`src/hdl/pse_pkg.sv`:
```
// shared types, constants and helper functions for the png stored-stream encoder
// no dependencies; used by every other file of the block but pse_ifs
package pse_pkg;

  localparam logic [14:0] MAX_DIM         = 15'd16384;
  localparam logic [16:0] STORE_BLOCK_MAX = 17'd65535;
  localparam logic [16:0] ADLER_MOD       = 17'd65521;
  localparam logic [31:0] CRC_POLY        = 32'hEDB88320;
  localparam logic [31:0] CRC_INIT        = 32'hFFFFFFFF;

  // configuration register indexes
  localparam logic [1:0] CFG_WIDTH  = 2'd0;
  localparam logic [1:0] CFG_HEIGHT = 2'd1;

  // last byte positions of the emitted runs
  localparam logic [5:0] HDR_LAST  = 6'd42;
  localparam logic [5:0] BHDR_LAST = 6'd4;
  localparam logic [5:0] TRL_LAST  = 6'd19;

  typedef enum logic [2:0] {
    OP_ERR,
    OP_HDR,
    OP_BHDR,
    OP_RAW,
    OP_TRL
  } op_t;

  typedef struct packed {
    logic       take;
    logic       div_start;
    logic       emit;
    op_t        op;
    logic [5:0] idx;
    logic       filt;
    logic       last;
  } cmd_t;

  typedef struct packed {
    logic can_emit;
    logic div_busy;
    logic dims_ok;
    logic in_data;
    logic row_start;
    logic fill_zero;
    logic last_pixel;
  } sts_t;

  function automatic logic [31:0] crc_byte(input logic [31:0] c, input logic [7:0] b);
    logic [31:0] v;
    v = c ^ {24'd0, b};
    for (int i = 0; i < 8; i++) begin
      v = (v >> 1) ^ (CRC_POLY & {32{v[0]}});
    end
    return v;
  endfunction

  // fixed bytes of the header run; variable positions read as zero here
  function automatic logic [7:0] hdr_fixed(input logic [5:0] idx);
    logic [7:0] v;
    case (idx)
      6'd0:  v = 8'h89;
      6'd1:  v = 8'h50;
      6'd2:  v = 8'h4E;
      6'd3:  v = 8'h47;
      6'd4:  v = 8'h0D;
      6'd5:  v = 8'h0A;
      6'd6:  v = 8'h1A;
      6'd7:  v = 8'h0A;
      6'd11: v = 8'h0D;
      6'd12: v = 8'h49;
      6'd13: v = 8'h48;
      6'd14: v = 8'h44;
      6'd15: v = 8'h52;
      6'd24: v = 8'h08;
      6'd25: v = 8'h06;
      6'd37: v = 8'h49;
      6'd38: v = 8'h44;
      6'd39: v = 8'h41;
      6'd40: v = 8'h54;
      6'd41: v = 8'h78;
      6'd42: v = 8'h01;
      default: v = 8'h00;
    endcase
    return v;
  endfunction

  function automatic logic [7:0] trl_fixed(input logic [5:0] idx);
    logic [7:0] v;
    case (idx)
      6'd12: v = 8'h49;
      6'd13: v = 8'h45;
      6'd14: v = 8'h4E;
      6'd15: v = 8'h44;
      default: v = 8'h00;
    endcase
    return v;
  endfunction

endpackage

```
`src/hdl/pse_ifs.sv`:
```
// valid/ready channel interfaces for pixel input and png byte output
// no dependencies
interface pse_in_if;
  logic       valid;
  logic       ready;
  logic [7:0] pixel_byte;
  modport source (output valid, output pixel_byte, input ready);
  modport sink (input valid, input pixel_byte, output ready);
endinterface

interface pse_out_if;
  logic       valid;
  logic       ready;
  logic [7:0] out_byte;
  logic       run_last;
  logic       image_end;
  logic       dims_error;
  modport source (output valid, output out_byte, output run_last, output image_end,
                  output dims_error, input ready);
  modport sink (input valid, input out_byte, input run_last, input image_end,
                input dims_error, output ready);
endinterface

```
`src/hdl/pse_dp.sv`:
```
// datapath: config registers, counters, adler-32, crc-32, idat length, output register
// depends on pse_pkg and pse_ifs
module pse_dp import pse_pkg::*; (
  input  logic        clk,
  input  logic        rst_n,
  input  logic        cfg_we,
  input  logic [1:0]  cfg_index,
  input  logic [14:0] cfg_wdata,
  input  logic [7:0]  pixel_byte,
  input  cmd_t        cmd,
  output sts_t        sts,
  pse_out_if.source   out_ch
);

  logic [14:0] width_r, height_r;
  logic        in_data_r;
  logic [14:0] row_r;
  logic [16:0] rowb_r;
  logic [15:0] fill_r;
  logic [30:0] rem_raw_r;
  logic [15:0] adl_lo_r, adl_hi_r;
  logic [31:0] crc_r;
  logic [7:0]  pixel_r;
  logic [30:0] raw_r;
  logic [15:0] blocks_r;
  logic        dbusy_r;
  logic        out_valid_r, run_last_r, image_end_r, dims_error_r;
  logic [7:0]  out_byte_r;

  logic [16:0] w4;
  logic [31:0] prod;
  logic [16:0] split_sum;
  logic        split_ge;
  logic [15:0] split_rem;
  logic [15:0] blocks;
  logic [31:0] idat_len;
  logic [31:0] ncrc;
  logic [15:0] blk_len;
  logic [15:0] blk_inv;
  logic        blk_final;
  logic [7:0]  raw_byte, byte_sel;
  logic        fed, clr;
  logic [16:0] lo_sum, hi_sum;
  logic [15:0] lo_nxt, hi_nxt;
  logic        rearm, cfg_hit;

  assign w4   = {width_r, 2'b00};
  assign prod = 32'(w4 + 17'd1) * 32'(height_r);

  // ceiling of raw / 65535: with raw = a*65536 + b, raw = a*65535 + (a + b)
  assign split_sum = {2'b00, raw_r[30:16]} + {1'b0, raw_r[15:0]};
  assign split_ge  = (split_sum >= STORE_BLOCK_MAX);
  assign split_rem = split_ge ? 16'(split_sum - STORE_BLOCK_MAX) : split_sum[15:0];
  assign blocks    = {1'b0, raw_r[30:16]} + {15'd0, split_ge} + {15'd0, split_rem != 16'd0};

  assign idat_len = 32'(raw_r) + {14'd0, blocks_r, 2'b00} + {16'd0, blocks_r} + 32'd6;
  assign ncrc = ~crc_r;

  assign blk_final = 32'(rem_raw_r) <= 32'(STORE_BLOCK_MAX);
  assign blk_len   = blk_final ? rem_raw_r[15:0] : STORE_BLOCK_MAX[15:0];
  assign blk_inv   = ~blk_len;
  assign raw_byte  = cmd.filt ? 8'h00 : pixel_r;

  always_comb begin
    byte_sel = 8'h00;
    fed = 1'b0;
    clr = 1'b0;
    case (cmd.op)
      OP_HDR: begin
        byte_sel = hdr_fixed(cmd.idx);
        case (cmd.idx)
          6'd18: byte_sel = {1'b0, width_r[14:8]};
          6'd19: byte_sel = width_r[7:0];
          6'd22: byte_sel = {1'b0, height_r[14:8]};
          6'd23: byte_sel = height_r[7:0];
          6'd29: byte_sel = ncrc[31:24];
          6'd30: byte_sel = ncrc[23:16];
          6'd31: byte_sel = ncrc[15:8];
          6'd32: byte_sel = ncrc[7:0];
          6'd33: byte_sel = idat_len[31:24];
          6'd34: byte_sel = idat_len[23:16];
          6'd35: byte_sel = idat_len[15:8];
          6'd36: byte_sel = idat_len[7:0];
          default: ;
        endcase
        fed = (cmd.idx inside {[6'd12:6'd28], [6'd37:6'd42]});
        clr = (cmd.idx inside {6'd11, 6'd36});
      end
      OP_BHDR: begin
        case (cmd.idx)
          6'd0: byte_sel = {7'd0, blk_final};
          6'd1: byte_sel = blk_len[7:0];
          6'd2: byte_sel = blk_len[15:8];
          6'd3: byte_sel = blk_inv[7:0];
          default: byte_sel = blk_inv[15:8];
        endcase
        fed = 1'b1;
      end
      OP_RAW: begin
        byte_sel = raw_byte;
        fed = 1'b1;
      end
      OP_TRL: begin
        byte_sel = trl_fixed(cmd.idx);
        case (cmd.idx)
          6'd0:  byte_sel = adl_hi_r[15:8];
          6'd1:  byte_sel = adl_hi_r[7:0];
          6'd2:  byte_sel = adl_lo_r[15:8];
          6'd3:  byte_sel = adl_lo_r[7:0];
          6'd4, 6'd16: byte_sel = ncrc[31:24];
          6'd5, 6'd17: byte_sel = ncrc[23:16];
          6'd6, 6'd18: byte_sel = ncrc[15:8];
          6'd7, 6'd19: byte_sel = ncrc[7:0];
          default: ;
        endcase
        fed = (cmd.idx inside {[6'd0:6'd3], [6'd12:6'd15]});
        clr = (cmd.idx == 6'd11);
      end
      default: ;
    endcase
  end

  // adler-32 with single-subtract reduction
  always_comb begin
    lo_sum = {1'b0, adl_lo_r} + {9'd0, raw_byte};
    lo_nxt = (lo_sum >= ADLER_MOD) ? 16'(lo_sum - ADLER_MOD) : lo_sum[15:0];
    hi_sum = {1'b0, adl_hi_r} + {1'b0, lo_nxt};
    hi_nxt = (hi_sum >= ADLER_MOD) ? 16'(hi_sum - ADLER_MOD) : hi_sum[15:0];
  end

  assign cfg_hit = cfg_we && (cfg_index == CFG_WIDTH || cfg_index == CFG_HEIGHT);
  assign rearm = cfg_hit || (cmd.emit && cmd.op == OP_TRL && cmd.idx == TRL_LAST);

  assign sts.can_emit   = !out_valid_r || out_ch.ready;
  assign sts.div_busy   = dbusy_r;
  assign sts.dims_ok    = (width_r != 15'd0) && (height_r != 15'd0) &&
                          (width_r <= MAX_DIM) && (height_r <= MAX_DIM);
  assign sts.in_data    = in_data_r;
  assign sts.row_start  = (rowb_r == 17'd0);
  assign sts.fill_zero  = (fill_r == 16'd0);
  assign sts.last_pixel = (rowb_r + 17'd1 == w4) && (row_r + 15'd1 == height_r);

  always_ff @(posedge clk) begin
    if (!rst_n) begin
      width_r     <= 15'd1;
      height_r    <= 15'd1;
      in_data_r   <= 1'b0;
      row_r       <= 15'd0;
      rowb_r      <= 17'd0;
      fill_r      <= 16'd0;
      rem_raw_r   <= 31'd0;
      adl_lo_r    <= 16'd1;
      adl_hi_r    <= 16'd0;
      crc_r       <= CRC_INIT;
      dbusy_r     <= 1'b0;
      out_valid_r <= 1'b0;
    end else begin
      if (cfg_we && cfg_index == CFG_WIDTH)  width_r  <= cfg_wdata;
      if (cfg_we && cfg_index == CFG_HEIGHT) height_r <= cfg_wdata;

      // block count is registered in the cycle after the raw length
      dbusy_r <= cmd.div_start;

      if (cmd.emit) begin
        out_valid_r <= 1'b1;
      end else if (out_ch.ready) begin
        out_valid_r <= 1'b0;
      end

      if (cmd.emit) begin
        if (fed) crc_r <= crc_byte(crc_r, byte_sel);
        if (clr) crc_r <= CRC_INIT;
        if (cmd.op == OP_HDR && cmd.idx == HDR_LAST) begin
          in_data_r <= 1'b1;
          rem_raw_r <= raw_r;
          row_r     <= 15'd0;
          rowb_r    <= 17'd0;
          fill_r    <= 16'd0;
          adl_lo_r  <= 16'd1;
          adl_hi_r  <= 16'd0;
        end
        if (cmd.op == OP_RAW) begin
          adl_lo_r <= lo_nxt;
          adl_hi_r <= hi_nxt;
          if (17'(fill_r) + 17'd1 >= STORE_BLOCK_MAX) fill_r <= 16'd0;
          else fill_r <= fill_r + 16'd1;
          if (rem_raw_r != 31'd0) rem_raw_r <= rem_raw_r - 31'd1;
          if (!cmd.filt) begin
            if (rowb_r + 17'd1 == w4) begin
              rowb_r <= 17'd0;
              row_r  <= row_r + 15'd1;
            end else begin
              rowb_r <= rowb_r + 17'd1;
            end
          end
        end
      end

      if (rearm) begin
        in_data_r <= 1'b0;
        row_r     <= 15'd0;
        rowb_r    <= 17'd0;
        fill_r    <= 16'd0;
        rem_raw_r <= 31'd0;
        adl_lo_r  <= 16'd1;
        adl_hi_r  <= 16'd0;
        crc_r     <= CRC_INIT;
      end
    end
  end

  always_ff @(posedge clk) begin
    if (cmd.take) pixel_r <= pixel_byte;
    if (cmd.div_start) raw_r <= prod[30:0];
    if (dbusy_r) blocks_r <= blocks;
    if (cmd.emit) begin
      out_byte_r   <= byte_sel;
      run_last_r   <= cmd.last;
      image_end_r  <= (cmd.op == OP_TRL) && (cmd.idx == TRL_LAST);
      dims_error_r <= (cmd.op == OP_ERR);
    end
  end

  assign out_ch.valid      = out_valid_r;
  assign out_ch.out_byte   = out_byte_r;
  assign out_ch.run_last   = run_last_r;
  assign out_ch.image_end  = image_end_r;
  assign out_ch.dims_error = dims_error_r;

  a_adler_lo: assert property (@(posedge clk) disable iff (!rst_n)
    17'(adl_lo_r) < ADLER_MOD) else $error("adler low sum out of range");
  a_adler_hi: assert property (@(posedge clk) disable iff (!rst_n)
    17'(adl_hi_r) < ADLER_MOD) else $error("adler high sum out of range");
  a_fill: assert property (@(posedge clk) disable iff (!rst_n)
    17'(fill_r) < STORE_BLOCK_MAX) else $error("stored block overfilled");
  a_err_zero: assert property (@(posedge clk) disable iff (!rst_n)
    (out_valid_r && dims_error_r) |-> (out_byte_r == 8'h00 && run_last_r))
    else $error("error beat carries data");

endmodule

```
`src/hdl/pse_ctrl.sv`:
```
// controller: sequences header, block headers, raw bytes and trailer from the pixel beats, or an error beat
// depends on pse_pkg
module pse_ctrl import pse_pkg::*; (
  input  logic clk,
  input  logic rst_n,
  input  logic in_valid,
  output logic in_ready,
  input  sts_t sts,
  output cmd_t cmd
);

  typedef enum logic [2:0] {
    S_IDLE, S_ERR, S_CALC, S_HDR, S_DEC, S_BHDR, S_RAW, S_TRL
  } state_t;

  state_t     state_r, state_nxt;
  logic [5:0] idx_r, idx_nxt;
  logic       filt_r, filt_nxt;

  assign in_ready = (state_r == S_IDLE);

  always_comb begin
    state_nxt = state_r;
    idx_nxt   = idx_r;
    filt_nxt  = filt_r;
    cmd       = '0;
    cmd.op    = OP_ERR;
    cmd.idx   = idx_r;
    cmd.filt  = filt_r;
    case (state_r)
      S_IDLE: begin
        if (in_valid) begin
          cmd.take = 1'b1;
          if (!sts.dims_ok) begin
            state_nxt = S_ERR;
          end else if (!sts.in_data) begin
            cmd.div_start = 1'b1;
            state_nxt = S_CALC;
          end else begin
            filt_nxt  = sts.row_start;
            state_nxt = S_DEC;
          end
        end
      end
      S_ERR: begin
        if (sts.can_emit) begin
          cmd.emit  = 1'b1;
          cmd.op    = OP_ERR;
          cmd.last  = 1'b1;
          state_nxt = S_IDLE;
        end
      end
      S_CALC: begin
        if (!sts.div_busy) begin
          idx_nxt   = 6'd0;
          state_nxt = S_HDR;
        end
      end
      S_HDR: begin
        cmd.op = OP_HDR;
        if (sts.can_emit) begin
          cmd.emit = 1'b1;
          if (idx_r == HDR_LAST) begin
            filt_nxt  = 1'b1;
            state_nxt = S_DEC;
          end else begin
            idx_nxt = idx_r + 6'd1;
          end
        end
      end
      S_DEC: begin
        // a stored block header goes ahead of the first raw byte of each block
        idx_nxt   = 6'd0;
        state_nxt = sts.fill_zero ? S_BHDR : S_RAW;
      end
      S_BHDR: begin
        cmd.op = OP_BHDR;
        if (sts.can_emit) begin
          cmd.emit = 1'b1;
          if (idx_r == BHDR_LAST) state_nxt = S_RAW;
          else idx_nxt = idx_r + 6'd1;
        end
      end
      S_RAW: begin
        cmd.op = OP_RAW;
        if (sts.can_emit) begin
          cmd.emit = 1'b1;
          if (filt_r) begin
            filt_nxt  = 1'b0;
            state_nxt = S_DEC;
          end else if (sts.last_pixel) begin
            idx_nxt   = 6'd0;
            state_nxt = S_TRL;
          end else begin
            cmd.last  = 1'b1;
            state_nxt = S_IDLE;
          end
        end
      end
      S_TRL: begin
        cmd.op = OP_TRL;
        if (sts.can_emit) begin
          cmd.emit = 1'b1;
          if (idx_r == TRL_LAST) begin
            cmd.last  = 1'b1;
            state_nxt = S_IDLE;
          end else begin
            idx_nxt = idx_r + 6'd1;
          end
        end
      end
      default: state_nxt = S_IDLE;
    endcase
  end

  always_ff @(posedge clk) begin
    if (!rst_n) begin
      state_r <= S_IDLE;
      idx_r   <= 6'd0;
      filt_r  <= 1'b0;
    end else begin
      state_r <= state_nxt;
      idx_r   <= idx_nxt;
      filt_r  <= filt_nxt;
    end
  end

endmodule

```
`src/hdl/png_stored_stream_encoder.sv`:
```
// one beat in flight at a time: a beat with valid dims passes S_DEC, then its bytes are
// registered at the output; an image's first beat also waits in S_CALC for the idat length
// throughput: one output byte per cycle within a run while the output is ready; a plain
// beat passes idle, decide and raw states, more at row, block and image boundaries
// reset: synchronous active-low rst_n; width and height read 1, image restarts at the header
module png_stored_stream_encoder import pse_pkg::*; (
  input  logic        clk,
  input  logic        rst_n,
  input  logic        cfg_we,
  input  logic [1:0]  cfg_index,
  input  logic [14:0] cfg_wdata,
  pse_in_if.sink      in_ch,
  pse_out_if.source   out_ch
);

  cmd_t cmd;
  sts_t sts;
  logic ready;

  assign in_ch.ready = ready;

  pse_ctrl u_ctrl (
    .clk      (clk),
    .rst_n    (rst_n),
    .in_valid (in_ch.valid),
    .in_ready (ready),
    .sts      (sts),
    .cmd      (cmd)
  );

  pse_dp u_dp (
    .clk        (clk),
    .rst_n      (rst_n),
    .cfg_we     (cfg_we),
    .cfg_index  (cfg_index),
    .cfg_wdata  (cfg_wdata),
    .pixel_byte (in_ch.pixel_byte),
    .cmd        (cmd),
    .sts        (sts),
    .out_ch     (out_ch)
  );

endmodule
```
`src/flat_wrapper.sv`:
```
// flat-port wrapper written by rule: the top's interface ports become plain ports
module png_stored_stream_encoder_flat import pse_pkg::*;
  (clk, rst_n, cfg_we, cfg_index, cfg_wdata, in_ch_valid, in_ch_pixel_byte, in_ch_ready, out_ch_valid, out_ch_out_byte, out_ch_run_last, out_ch_image_end, out_ch_dims_error, out_ch_ready);
  pse_in_if in_ch_i ();
  pse_out_if out_ch_i ();
  input  logic clk;
  input  logic rst_n;
  input  logic cfg_we;
  input  logic [1:0] cfg_index;
  input  logic [14:0] cfg_wdata;
  input wire logic [$bits(in_ch_i.valid)-1:0] in_ch_valid;
  input wire logic [$bits(in_ch_i.pixel_byte)-1:0] in_ch_pixel_byte;
  output wire logic [$bits(in_ch_i.ready)-1:0] in_ch_ready;
  output wire logic [$bits(out_ch_i.valid)-1:0] out_ch_valid;
  output wire logic [$bits(out_ch_i.out_byte)-1:0] out_ch_out_byte;
  output wire logic [$bits(out_ch_i.run_last)-1:0] out_ch_run_last;
  output wire logic [$bits(out_ch_i.image_end)-1:0] out_ch_image_end;
  output wire logic [$bits(out_ch_i.dims_error)-1:0] out_ch_dims_error;
  input wire logic [$bits(out_ch_i.ready)-1:0] out_ch_ready;
  assign in_ch_i.valid = in_ch_valid;
  assign in_ch_i.pixel_byte = in_ch_pixel_byte;
  assign in_ch_ready = in_ch_i.ready;
  assign out_ch_valid = out_ch_i.valid;
  assign out_ch_out_byte = out_ch_i.out_byte;
  assign out_ch_run_last = out_ch_i.run_last;
  assign out_ch_image_end = out_ch_i.image_end;
  assign out_ch_dims_error = out_ch_i.dims_error;
  assign out_ch_i.ready = out_ch_ready;
  png_stored_stream_encoder u_core (.clk(clk), .rst_n(rst_n), .cfg_we(cfg_we), .cfg_index(cfg_index), .cfg_wdata(cfg_wdata), .in_ch(in_ch_i), .out_ch(out_ch_i));
endmodule
```
`config.mk`:
```
export PLATFORM = sky130hd
export DESIGN_NAME = png_stored_stream_encoder_flat
export DESIGN_NICKNAME = d
export VERILOG_FILES = /design/src/hdl/pse_pkg.sv /design/src/hdl/pse_ifs.sv /design/src/hdl/pse_dp.sv /design/src/hdl/pse_ctrl.sv /design/src/hdl/png_stored_stream_encoder.sv /design/src/flat_wrapper.sv
export SDC_FILE = /design/constraint.sdc
export NUM_CORES = 2
export LEC_CHECK = 0
export BUFFER_PORTS_ARGS = -buffer_cell sky130_fd_sc_hd__buf_4
export CAP_MARGIN = 20
export CORE_MARGIN = 2
export CORE_UTILIZATION = 32
export DETAILED_ROUTE_END_ITERATION = 6
export PLACE_DENSITY = 0.5
export SYNTH_ARGS = -nofsm -noshare
export SYNTH_HDL_FRONTEND = slang
export SYNTH_SLANG_ARGS = --single-unit
```
`constraint.sdc`:
```
create_clock -name clk -period 8.6 [get_ports clk]
set_input_delay 0.86 -clock clk [delete_from_list [all_inputs] [get_ports clk]]
set_output_delay 0.86 -clock clk [all_outputs]
set_load 0.01 [all_outputs]
```
==> impl_metrics.yaml <==
placed_design:
  numPlacedInstances: 4463
  numPortBuffers: 42
  hpwl_um: 71660
  globalplace.congestion: 0.9375
clock_network:
  cts_tree: "yes"
  cts_root_buf: "clkbuf_16"
  post_cts_buffers: 0
  cts_max_level: 2
  worstSkewPairLatency_ps: 570
  post_cts_resized: 0
  clockBufferDepth: 3
  clock_sinks: 260
  cts.clk_slew.worst_paths_ps: 50
  hold_buffers: 0
  cts_buffers: 36
die:
  rows: 108
  io_pins: 43
  dieArea_um2: 89350
  core_um2: 86480
  die_width_um: 298.9
  start_util: 0.3218
  fp.dieH_um: 298.9
drt:
  wl_met2_um: 41630
  wirelength_um: 94820
  vias: 24618
  routedWlPerCell_um: 20.91
  drt_iter0_drc: 2006
  highest_layer: "met4"
  wl_met1_um: 43810
  first_pass_iters: 5
  viasPerCell: 5.430
  ant_nets: 0
  wl_met3_um: 5520
  drc: 0
min_path:
  hold_start: "u_core.u_dp.height_r[7]"
  hp-class: "register to register"
sta:
  setup_viol_count_final: 0
  hold_viol: 0
  clock_skew_ps: 33.62
  drv_slew: 0
  period_share: 0.8990
  hold_ws_ps: 465.1
  tightest_slew_ps: 1149
  totalNegativeSetupSlack_ps: 0
  clock.fmax_ghz: 0.1293
  relSlewSlack: 0.2329
  final.min_clock_period_ps: 7732
  rsz0062_at_grt: "false"
run_status:
  status: "completed"
power_and_ir_drop:
  powerDensity_nw_per_um2: 202.0
  cellLeakagePower_nw: 12.83
  peakVddDrop_v: 0.0001690
worst_setup_path:
  critPathRequiredTime_ps: 9000
  path_max_fanout: 12
  critical_path_class: "register to register"
  cp_slowest_cell: "or4b_2"
  cp-startpoint: "u_core.u_dp.pixel_r[0]"
  path_common_cell: "o21ai_0"
  critPathLaunchType: "register"
  arrival_ps: 8140
  critPathCaptureType: "register"
  slowest_delay_ps: 610
  r2r-start: "u_core.u_dp.pixel_r[0]"
yosys:
  synth-adder-area-share: 0.2329
  syn_avg_cell_area_um2: 8.162
  synth_cell_types: 97
  synth_top_family_by_area: "adder cells"
  ys_top_cells_by_count: "nand2_1 (433), inv_1 (271), nor2_1 (234)"
  ys_async_sr_fraction: 0
  synthMuxAreaShare: 0.01110
  synth.most_common_cell: "nand2_1"
  synth_edf_count: 66
  synth_compound_area_frac: 0.1890
  yosys_warnings: 0
  ys.flop_type: "dfxtp_1"
  synth-simple-area-share: 0.2102
  synth_xor_area_frac: 0.08038
  syn-num-nets: 3839
  synth_area_leader_cell: "fa_1"
  synth_area_um2: 27830
  seq_area_frac_synth: 0.2107
  ys_ff_latch: 260
  syn_inst: 3410
  synth.top_cell.area_share: 0.1417
  yosys-top-cells-area: "fa_1 (14%), dfxtp_1 (14%), ha_1 (9.1%)"
grt:
  antenna_found_initial: 2
  grt_pass1_vias: 23776
  grt_max_degree: 77
  grt_pass1_wl_um: 145400
  grt_overflow_total: 0
  track_usage: 0.2080
final_layout:
  drive_gt1_frac: 0.06836
  fillers: 9114
  post-route-util: 0.3530
  antennaDiodeCount: 0
  nNetsFinal: 3780
  area.growth.synth_to_final_pct: 9.670
  fin_cells: 4534
flow_run:
  cap_violations: 0
-- cells by family after synthesis --
kind of cell	after synthesis
and+or+nand+nor	1207
AOI/OAI and AO/OA	789
buffers and inverters	479
adders and majority gates	400
DFF	260
xor gates and xnor gates	245
muxes	30
-- registers in the layout (all words and copies together) (netlist names), 8 cells and up, named ones only --
name / cells
u_core.u_dp.out_ch.out_byte: 8
u_core.u_dp.crc_r: 32
u_core.u_dp.rem_raw_r: 31
u_core.u_dp.adl_hi_r: 16
u_core.u_dp.adl_lo_r: 16
u_core.u_dp.pixel_r: 8
u_core.u_dp.blocks_r: 16
u_core.u_dp.width_r: 15
u_core.u_dp.raw_r: 31
u_core.u_dp.fill_r: 16
u_core.u_dp.height_r: 15
u_core.u_dp.row_r: 15
u_core.u_dp.rowb_r: 17
-- final cells by class --
class | instances | area, um^2 | share of cell area
clock buffer | 48 | 1028 | 0.03369
clock inverter | 18 | 138.9 | 0.004550
inverter | 273 | 1025 | 0.03357
multi-input combinational | 2671 | 20180 | 0.6611
sequential | 260 | 5866 | 0.1922
tap | 1155 | 1445 | 0.04734
timing repair buffer | 109 | 840.8 | 0.02755
-- cells in the final DEF, fill, tap and decap left out, types with 44 or more instances in the layout --
cell / instances
a21o_1: 49
a21oi_1: 188
and2_1: 100
buf_4: 106
dfxtp_1: 194
edfxtp_1: 66
fa_1: 197
ha_1: 202
inv_1: 270
nand2_1: 433
nand3_1: 92
nand4_1: 44
nor2_1: 234
nor3_1: 63
o21ai_0: 139
o22ai_1: 53
xnor2_1: 142
xor2_1: 94
-- metal layers --
metal	vias up	GRT usage
li1	11763	-
met1	12004	0.2882
met2	689	0.3221
met3	162	0.03388
met4	0	0.08345
met5	-	0
-- power breakdown --
group	internal [mW]	switching, mW
registers	1.41	0.215
clock network	0.854	0.625
logic	1.13	1.93
total	3.40	2.77
-- worst max-delay path, delay by kind of cell (launching register included) --
kind / cells / cell delay [ps]
compound gates: 12 / 3510
xor+xnor: 2 / 330
fa+ha+maj: 3 / 850
buf+inv: 2 / 250
flops: 1 / 310
simple gates: 8 / 2300
-- stage by stage --
stage	setup slack, ps	power [mW]	cell area, um^2
after floorplan	1674	3.739	27830
final	868.4	6.166	30520
after CTS	881.3	6.174	30460
after global placement	1050	4.675	29300
after global routing	247.2	6.547	30520
after detailed placement	902.3	4.662	29300
-- path summary, 6_finish.rpt --
path	to	slack, ps	cells after the start
hold reg to reg	u_core.u_dp.height_r[7]	470	2
setup / recovery	u_core.u_dp.adl_hi_r[9]	870	27
hold / removal	u_core.u_dp.height_r[7]	470	2
setup reg to reg	u_core.u_dp.adl_hi_r[9]	870	27
No activity file was read; power rests on OpenSTA's default activity.
